File: src/rtl/bcr_pkg.sv
// ----------------------------------------------------------------------------
// bcr_pkg
// Shared types and constants for the binary region centroid block.
// ----------------------------------------------------------------------------
package bcr_pkg;

	localparam int unsigned PIX_W    = 8;
	localparam int unsigned FW_W     = 12;
	localparam int unsigned CFG_IDX_W = 2;
	localparam int unsigned CFG_DAT_W = 12;
	localparam int unsigned COUNT_W  = 23;
	localparam int unsigned SUM_W    = 33;
	localparam int unsigned COORD_W  = 11;
	localparam int unsigned DIV_STEPS = COORD_W + 1;
	localparam int unsigned STEP_W   = $clog2(DIV_STEPS);

	localparam logic [CFG_IDX_W-1:0] REG_THRESHOLD   = 2'd0;
	localparam logic [CFG_IDX_W-1:0] REG_FRAME_WIDTH = 2'd1;

	localparam logic [PIX_W-1:0] THRESHOLD_RESET   = 8'd255;
	localparam logic [FW_W-1:0]  FRAME_WIDTH_RESET = 12'd640;

	typedef struct packed {
		logic acc;
		logic load;
		logic step;
	} cmd_t;

endpackage

File: src/rtl/bcr_div.sv
// ----------------------------------------------------------------------------
// bcr_div
// Restoring divider, one quotient bit per step, quotient clamped to 11 bits.
// ----------------------------------------------------------------------------
module bcr_div (
	input  logic                          clk,
	input  logic                          load,
	input  logic                          step,
	input  logic [bcr_pkg::SUM_W-1:0]     dividend,
	input  logic [bcr_pkg::COUNT_W-1:0]   divisor,
	output logic [bcr_pkg::COORD_W-1:0]   quotient
);

	logic [bcr_pkg::SUM_W-1:0]   rem_q;
	logic [bcr_pkg::SUM_W:0]     dvs_q;
	logic [bcr_pkg::COORD_W-1:0] quo_q;
	logic                        sat_q;
	logic                        first_q;
	logic                        ge;

	assign ge = {1'b0, rem_q} >= dvs_q;

	always_ff @(posedge clk) begin
		if (load) begin
			rem_q   <= dividend;
			dvs_q   <= {divisor, {bcr_pkg::COORD_W{1'b0}}};
			quo_q   <= '0;
			sat_q   <= 1'b0;
			first_q <= 1'b1;
		end else if (step) begin
			if (ge && !sat_q) begin
				rem_q <= rem_q - dvs_q[bcr_pkg::SUM_W-1:0];
			end
			dvs_q   <= dvs_q >> 1;
			quo_q   <= {quo_q[bcr_pkg::COORD_W-2:0], ge};
			sat_q   <= sat_q | (ge & first_q);
			first_q <= 1'b0;
		end
	end

	assign quotient = sat_q ? {bcr_pkg::COORD_W{1'b1}} : quo_q;

endmodule

File: src/rtl/bcr_datapath.sv
// ----------------------------------------------------------------------------
// bcr_datapath
// Configuration registers, raster position counters, moment accumulators
// and the two centroid dividers.
// ----------------------------------------------------------------------------
module bcr_datapath #(
	parameter int unsigned MAX_WIDTH  = 2048,
	parameter int unsigned MAX_HEIGHT = 2048
) (
	input  logic                            clk,
	input  logic                            arst_n,
	input  bcr_pkg::cmd_t                   cmd,
	input  logic                            wr_en,
	input  logic [bcr_pkg::CFG_IDX_W-1:0]   wr_index,
	input  logic [bcr_pkg::CFG_DAT_W-1:0]   wr_data,
	input  logic [bcr_pkg::PIX_W-1:0]       pixel_value,
	input  logic                            frame_end,
	output logic                            found,
	output logic [bcr_pkg::COORD_W-1:0]     center_x,
	output logic [bcr_pkg::COORD_W-1:0]     center_y
);

	localparam int unsigned CW = $clog2(MAX_WIDTH);
	localparam int unsigned RW = $clog2(MAX_HEIGHT);
	localparam int unsigned EW = $clog2(MAX_WIDTH + 1);

	logic [bcr_pkg::PIX_W-1:0]   thresh_q;
	logic [bcr_pkg::FW_W-1:0]    fw_q;
	logic [CW-1:0]               col_q;
	logic [RW-1:0]               row_q;
	logic [bcr_pkg::COUNT_W-1:0] count_q;
	logic [bcr_pkg::SUM_W-1:0]   row_sum_q;
	logic [bcr_pkg::SUM_W-1:0]   col_sum_q;
	logic                        found_q;

	logic [EW-1:0]               eff_w;
	logic                        wrap;
	logic                        hit;
	logic [bcr_pkg::SUM_W:0]     row_add;
	logic [bcr_pkg::SUM_W:0]     col_add;
	logic [bcr_pkg::COORD_W-1:0] qx;
	logic [bcr_pkg::COORD_W-1:0] qy;

	// config registers
	always_ff @(posedge clk or negedge arst_n) begin
		if (!arst_n) begin
			thresh_q <= bcr_pkg::THRESHOLD_RESET;
			fw_q     <= bcr_pkg::FRAME_WIDTH_RESET;
		end else if (wr_en) begin
			case (wr_index)
				bcr_pkg::REG_THRESHOLD:   thresh_q <= wr_data[bcr_pkg::PIX_W-1:0];
				bcr_pkg::REG_FRAME_WIDTH: fw_q     <= wr_data[bcr_pkg::FW_W-1:0];
				default: ;
			endcase
		end
	end

	// effective row length
	always_comb begin
		if (fw_q == '0) begin
			eff_w = EW'(1);
		end else if (32'(fw_q) > MAX_WIDTH) begin
			eff_w = EW'(MAX_WIDTH);
		end else begin
			eff_w = EW'(fw_q);
		end
	end

	assign wrap    = ({1'b0, EW'(col_q)} + 1'b1) >= {1'b0, eff_w};
	assign hit     = (pixel_value >= thresh_q) && (count_q != '1);
	assign row_add = {1'b0, row_sum_q} + (bcr_pkg::SUM_W + 1)'(row_q);
	assign col_add = {1'b0, col_sum_q} + (bcr_pkg::SUM_W + 1)'(col_q);

	always_ff @(posedge clk or negedge arst_n) begin
		if (!arst_n) begin
			col_q     <= '0;
			row_q     <= '0;
			count_q   <= '0;
			row_sum_q <= '0;
			col_sum_q <= '0;
			found_q   <= 1'b0;
		end else if (cmd.load) begin
			found_q   <= count_q != '0;
			col_q     <= '0;
			row_q     <= '0;
			count_q   <= '0;
			row_sum_q <= '0;
			col_sum_q <= '0;
		end else if (cmd.acc) begin
			if (hit) begin
				count_q   <= count_q + 1'b1;
				row_sum_q <= row_add[bcr_pkg::SUM_W] ? '1 : row_add[bcr_pkg::SUM_W-1:0];
				col_sum_q <= col_add[bcr_pkg::SUM_W] ? '1 : col_add[bcr_pkg::SUM_W-1:0];
			end
			if (!frame_end) begin
				if (wrap) begin
					col_q <= '0;
					if (row_q != RW'(MAX_HEIGHT - 1)) begin
						row_q <= row_q + 1'b1;
					end
				end else begin
					col_q <= col_q + 1'b1;
				end
			end
		end
	end

	bcr_div u_div_x (
		.clk      (clk),
		.load     (cmd.load),
		.step     (cmd.step),
		.dividend (col_sum_q),
		.divisor  (count_q),
		.quotient (qx)
	);

	bcr_div u_div_y (
		.clk      (clk),
		.load     (cmd.load),
		.step     (cmd.step),
		.dividend (row_sum_q),
		.divisor  (count_q),
		.quotient (qy)
	);

	assign found    = found_q;
	assign center_x = found_q ? qx : '0;
	assign center_y = found_q ? qy : '0;

endmodule

File: src/rtl/bcr_ctrl.sv
// ----------------------------------------------------------------------------
// bcr_ctrl
// Sequencer: accepts pixels, then runs the divide and strobes the result.
// ----------------------------------------------------------------------------
module bcr_ctrl (
	input  logic          clk,
	input  logic          arst_n,
	input  logic          start,
	input  logic          frame_end,
	output logic          busy,
	output logic          done,
	output bcr_pkg::cmd_t cmd
);

	typedef enum logic [3:0] {
		ST_IDLE = 4'b0001,
		ST_LOAD = 4'b0010,
		ST_DIV  = 4'b0100,
		ST_OUT  = 4'b1000
	} state_t;

	state_t                      state_q;
	logic [bcr_pkg::STEP_W-1:0]  step_q;

	always_ff @(posedge clk or negedge arst_n) begin
		if (!arst_n) begin
			state_q <= ST_IDLE;
			step_q  <= '0;
		end else begin
			case (state_q)
				ST_IDLE: begin
					if (start && frame_end) begin
						state_q <= ST_LOAD;
					end
				end
				ST_LOAD: begin
					step_q  <= '0;
					state_q <= ST_DIV;
				end
				ST_DIV: begin
					step_q <= step_q + 1'b1;
					if (step_q == bcr_pkg::STEP_W'(bcr_pkg::DIV_STEPS - 1)) begin
						state_q <= ST_OUT;
					end
				end
				ST_OUT: begin
					state_q <= ST_IDLE;
				end
				default: begin
					state_q <= ST_IDLE;
				end
			endcase
		end
	end

	assign busy     = state_q != ST_IDLE;
	assign done     = state_q == ST_OUT;
	assign cmd.acc  = (state_q == ST_IDLE) && start;
	assign cmd.load = state_q == ST_LOAD;
	assign cmd.step = state_q == ST_DIV;

endmodule

File: src/rtl/binary_region_centroid.sv
// ----------------------------------------------------------------------------
// binary_region_centroid
// Centroid of the thresholded pixels of a raster-ordered mask frame.
// ----------------------------------------------------------------------------
// channel   ports                                  handshake
// request   start, pixel_value, frame_end          taken when start & !busy
// result    done, found, center_x, center_y        valid for the done cycle
// config    wr_en, wr_index, wr_data               written when wr_en
//
// one pixel per cycle while a frame streams in
// a frame-end pixel holds busy through a load of the dividers,
// 12 restoring divide steps (one quotient bit per cycle) and the result state
// reset clears the counters and accumulators and loads threshold 255, width 640
// the result is held one cycle only; the receiver cannot stall it
// ----------------------------------------------------------------------------
module binary_region_centroid #(
	parameter int unsigned MAX_WIDTH  = 2048,
	parameter int unsigned MAX_HEIGHT = 2048
) (
	input  logic                            clk,
	input  logic                            arst_n,
	input  logic                            start,
	output logic                            busy,
	input  logic [bcr_pkg::PIX_W-1:0]       pixel_value,
	input  logic                            frame_end,
	output logic                            done,
	output logic                            found,
	output logic [bcr_pkg::COORD_W-1:0]     center_x,
	output logic [bcr_pkg::COORD_W-1:0]     center_y,
	input  logic                            wr_en,
	input  logic [bcr_pkg::CFG_IDX_W-1:0]   wr_index,
	input  logic [bcr_pkg::CFG_DAT_W-1:0]   wr_data
);

	bcr_pkg::cmd_t cmd;

	bcr_ctrl u_ctrl (
		.clk       (clk),
		.arst_n    (arst_n),
		.start     (start),
		.frame_end (frame_end),
		.busy      (busy),
		.done      (done),
		.cmd       (cmd)
	);

	bcr_datapath #(
		.MAX_WIDTH  (MAX_WIDTH),
		.MAX_HEIGHT (MAX_HEIGHT)
	) u_datapath (
		.clk         (clk),
		.arst_n      (arst_n),
		.cmd         (cmd),
		.wr_en       (wr_en),
		.wr_index    (wr_index),
		.wr_data     (wr_data),
		.pixel_value (pixel_value),
		.frame_end   (frame_end),
		.found       (found),
		.center_x    (center_x),
		.center_y    (center_y)
	);

endmodule

File: config.mk
export PLATFORM = sky130hd
export DESIGN_NAME = binary_region_centroid
export DESIGN_NICKNAME = d
export VERILOG_FILES = /design/src/rtl/bcr_pkg.sv /design/src/rtl/bcr_div.sv /design/src/rtl/bcr_datapath.sv /design/src/rtl/bcr_ctrl.sv /design/src/rtl/binary_region_centroid.sv
export SDC_FILE = /design/constraint.sdc
export NUM_CORES = 1
export LEC_CHECK = 0
export BUFFER_PORTS_ARGS = -buffer_cell sky130_fd_sc_hd__buf_4
export CORE_ASPECT_RATIO = 0.6
export CORE_UTILIZATION = 63
export DETAILED_ROUTE_END_ITERATION = 6
export PLACE_DENSITY = 0.84
export REMOVE_ABC_BUFFERS = 1
export SLEW_MARGIN = 20
export SYNTH_ARGS = -nofsm -noshare
export SYNTH_HDL_FRONTEND = slang
export SYNTH_SLANG_ARGS = --single-unit
File: constraint.sdc
create_clock -name clk -period 5.96 [get_ports clk]
set_input_delay 1.192 -clock clk [delete_from_list [all_inputs] [get_ports clk]]
set_output_delay 1.192 -clock clk [all_outputs]
set_load 0.02 [all_outputs]
==> flow_summary.toml <==
[min_path]
holdCritPathClass = "reg -> reg"

[critical_path]
cp_slowest_stage_delay_ps = 590
r2r_end = "u_datapath.u_div_x.rem_q[5]$_DFFE_PP_"
worstSetupPathDepth = 12
setup.worst_path.start = "u_datapath.u_div_x.rem_q[0]$_DFFE_PP_"
crit_top_cell = "a21oi_1"
worstPathRequired_ps = 6130
crit_path_cell_trace = "inv_1, ha_1, fa_1, nor2b_1, o2111ai_1, a21oi_1, nor3_1, o31ai_1, a21oi_1, o21a_1, o31ai_4, buf_4"
cpLargestDelayFamily = "compound AO/OA/AOI/OAI gates"
cp-endpoint = "u_datapath.u_div_x.rem_q[5]$_DFFE_PP_"
reg2reg_slack_ps = 1740
startpoint_type = "flop"
r2r-start = "u_datapath.u_div_x.rem_q[0]$_DFFE_PP_"
cp-end-kind = "flop"
critPathSlowestCell = "o31ai_1"
worstPathMaxFanout = 33
worstPathArrival_ps = 4390
reg2reg_depth = 12
worstSetupPathType = "reg -> reg"
worst-path-buf-inv = 2

[sta]
tightest_slew_ps = 1160
finalCritPeriodShare_pct = 70.8
skew_ps = 19.8
slew_viol_final = 0
hold_viol = 0
finalSetupViolations = 0
rsz0062_at_grt = "false"
clock.fmax_ghz = 0.237
finalCriticalPeriod_ps = 4220
relSlewSlack_pct = 22.3

[clocking]
cts_max_level = 1
cts_setup_buffers = 0
cts_root_buffer = "clkbuf_16"
clk_pin_slew_ps = 60
ctsHoldBuffers = 0
cts_sinks = 265
clkLatencyLatePin_ps = 550
cts_tree = "yes"
ctsResizeCount = 0
cts_made_buffers = 25
clk_path_buf_depth = 3

[cells_and_area]
final_cells = 2219
drive_gt1_share_pct = 9.59
area_growth_pct = 8.40
design_area_um2 = 18100
nNetsFinal = 1993
insertedDiodeCount = 0

[pwr]
finalPower_mw = 4.91
peakVddDrop_mv = 0.257
powerDensity_nw_per_um2 = 272
p_leak_nw = 7.72

[global_routing]
grt_first_pass_wirelength_mm = 70.6
track_usage_pct = 32.4
grt_max_degree = 158
antenna_found_initial = 0
grt_overflow = 0
grt_pass1_vias = 13700

[placement]
dp_hpwl_mm = 30.3
portBuffers = 51
gp_congestion = 0.981
dp.cells = 2174
postPlaceCellArea_um2 = 17300

[yosys]
synth_warnings = 0
syn_avg_cell_area_um2 = 9.03
synthCells = 1844
ys_ff_latch = 265
synthFlopType = "dfrtp_1"
synth_cell_type_count = 81
ys_async_sr_fraction_pct = 52.8
synth-edff-count = 89
seq_area_frac_synth_pct = 41.5
netlist_area_um2 = 16700

[outcome]
status = "completed"

[routing]
viasPerCell = 6.56
ant_nets = 0
firstDrtPassIters = 6
routedWlPerCell_um = 19.6
route.vias.total = 14600
wirelength_mm = 43.5
drc = 0
dr.first_iter.drc_count = 1860

[job]
drv_cap = 0

[floorplan]
ios = 52
core.rowCount = 45
die_w_um = 212
die_area_um2 = 27100
start_util_pct = 65.0
fp.coreArea_um2 = 25600
die_h_um = 128
==> cell type report <==
class                   count  area, um^2
fillers                  1911        7560
flip-flops and latches    265        6910
repair buffers             64         497
multi-input cells        1394        9040
inverters                  99         372
well taps                 352         440
clock buffers              35         746
clock inverters            10        53.8
==> cell usage after synthesis (12+ instances only) <==
library cell  instances  area, um^2
a21oi_1             210        1050
dfxtp_1              36         721
xnor2_1              51         447
a31oi_1              33         206
edfxtp_1             89        2670
nor3_1               25         125
a21o_1               48         360
o21a_1               29         218
ha_1                113        1410
dfrtp_1             129        3230
nor2b_1              14        87.6
nand4_1              26         163
xor2_1               51         447
and3_1               32         200
a31o_2               16         140
o21ai_0             118         591
nand2b_1             20         125
inv_1                99         372
buf_2                12        60.1
nor2_1              119         447
nand3_1              58         290
o211ai_1             14         105
o31ai_1              13        97.6
clkbuf_1             65         244
mux2_2               14         158
a211oi_1             12        90.1
nand2_1             223         837
==> state kept, by name, indices dropped and copies added (netlist names), 11 cells and up <==
register,count
u_datapath.col_q,11
u_datapath.u_div_x.quo_q,11
u_datapath.u_div_y.quo_q,11
u_datapath.row_sum_q,33
u_datapath.count_q,23
u_datapath.u_div_y.dvs_q,34
u_datapath.fw_q,12
u_datapath.u_div_x.rem_q,33
u_datapath.col_sum_q,33
u_datapath.row_q,11
u_datapath.u_div_y.rem_q,33
==> worst min-delay path by stage <==
stage	startpoint	to	slack (ps)	cells past startpoint
2_1_floorplan	u_datapath.u_div_x.first_q$_SDFFE_PP1N_	u_datapath.u_div_x.first_q$_SDFFE_PP1N_	430	2
3_3_place_gp	u_datapath.u_div_x.quo_q[10]$_SDFFE_PP0N_	u_datapath.u_div_x.quo_q[10]$_SDFFE_PP0N_	440	2
3_5_place_dp	u_datapath.u_div_x.quo_q[10]$_SDFFE_PP0N_	u_datapath.u_div_x.quo_q[10]$_SDFFE_PP0N_	460	2
4_1_cts	u_datapath.u_div_x.quo_q[10]$_SDFFE_PP0N_	u_datapath.u_div_x.quo_q[10]$_SDFFE_PP0N_	470	2
5_1_grt	u_datapath.u_div_y.quo_q[10]$_SDFFE_PP0N_	u_datapath.u_div_y.quo_q[10]$_SDFFE_PP0N_	480	2
6_report	u_datapath.u_div_x.quo_q[10]$_SDFFE_PP0N_	u_datapath.u_div_x.quo_q[10]$_SDFFE_PP0N_	470	2
==> through the flow <==
stage / hold WS (ps) / TNS (ps) / worst slack (ps) / util, %
finish: 466 / 0 / 1740 / 70.5
global route: 480 / 0 / 1660 / 70.5
CTS: 466 / 0 / 1930 / 70.5
detailed placement: 458 / 0 / 1630 / 67.4
global placement: 444 / 0 / 1750 / 67.4
floorplan: 434 / -1140310 / -8900 / -
==> cells by family after synthesis <==
group | after synthesis | synth area share, %
buffers and inverters | 185 | 4.49
AOI/OAI and AO/OA | 569 | 21.4
xor gates and xnor gates | 102 | 5.36
DFF | 265 | 41.5
muxes | 18 | 1.19
adders and majority gates | 117 | 8.97
and+or+nand+nor | 588 | 17.2
==> tightest hold or removal path, cell delays in order, from the launching register on <==
cell and delay (ps):
dfxtp_1 310, nand2_1 50, a21oi_1 50
==> placed cells by master, fill, tap and decap left out, types with 9 or more instances in the layout <==
cell type  synthesis  final
a211oi_1          12     12
a21o_1            48     48
a21oi_1          210    209
a31o_2            16     16
a31oi_1           33     33
and3_1            32     32
buf_4              0     62
clkbuf_16          0     27
dfrtp_1          129    129
dfstp_2           11     11
dfxtp_1           36     36
edfxtp_1          89     89
ha_1             113    113
inv_1             99     98
mux2_2            14     14
nand2_1          223    222
nand2b_1          20     20
nand3_1           58     58
nand4_1           26     26
nor2_1           119    119
nor2b_1           14     14
nor3_1            25     25
nor4_1            11     11
o211ai_1          14     14
o21a_1            29     29
o21ai_0          118    117
o21bai_1           9      9
o311ai_0           9      9
o31ai_1           13     12
or3_1              9      9
xnor2_1           51     51
xor2_1            51     51
==> layer usage <==
| metal | vias to the layer above | GRT usage (%) | share of wire [%] |
|---|---|---|---|
| li1 | 6713 | - | - |
| met1 | 7092 | 49.4 | 46 |
| met2 | 698 | 47.7 | 43 |
| met3 | 57 | 5.81 | 9.2 |
| met4 | 0 | 7.25 | 1.8 |
| met5 | - | 0 | 0 |
==> power breakdown <==
part	internal [mW]	switching, mW
clock	0.875	0.719
combinational	0.445	0.614
sequential	2.06	0.202
total	3.38	1.53
Power figures use the tool's default switching activity.
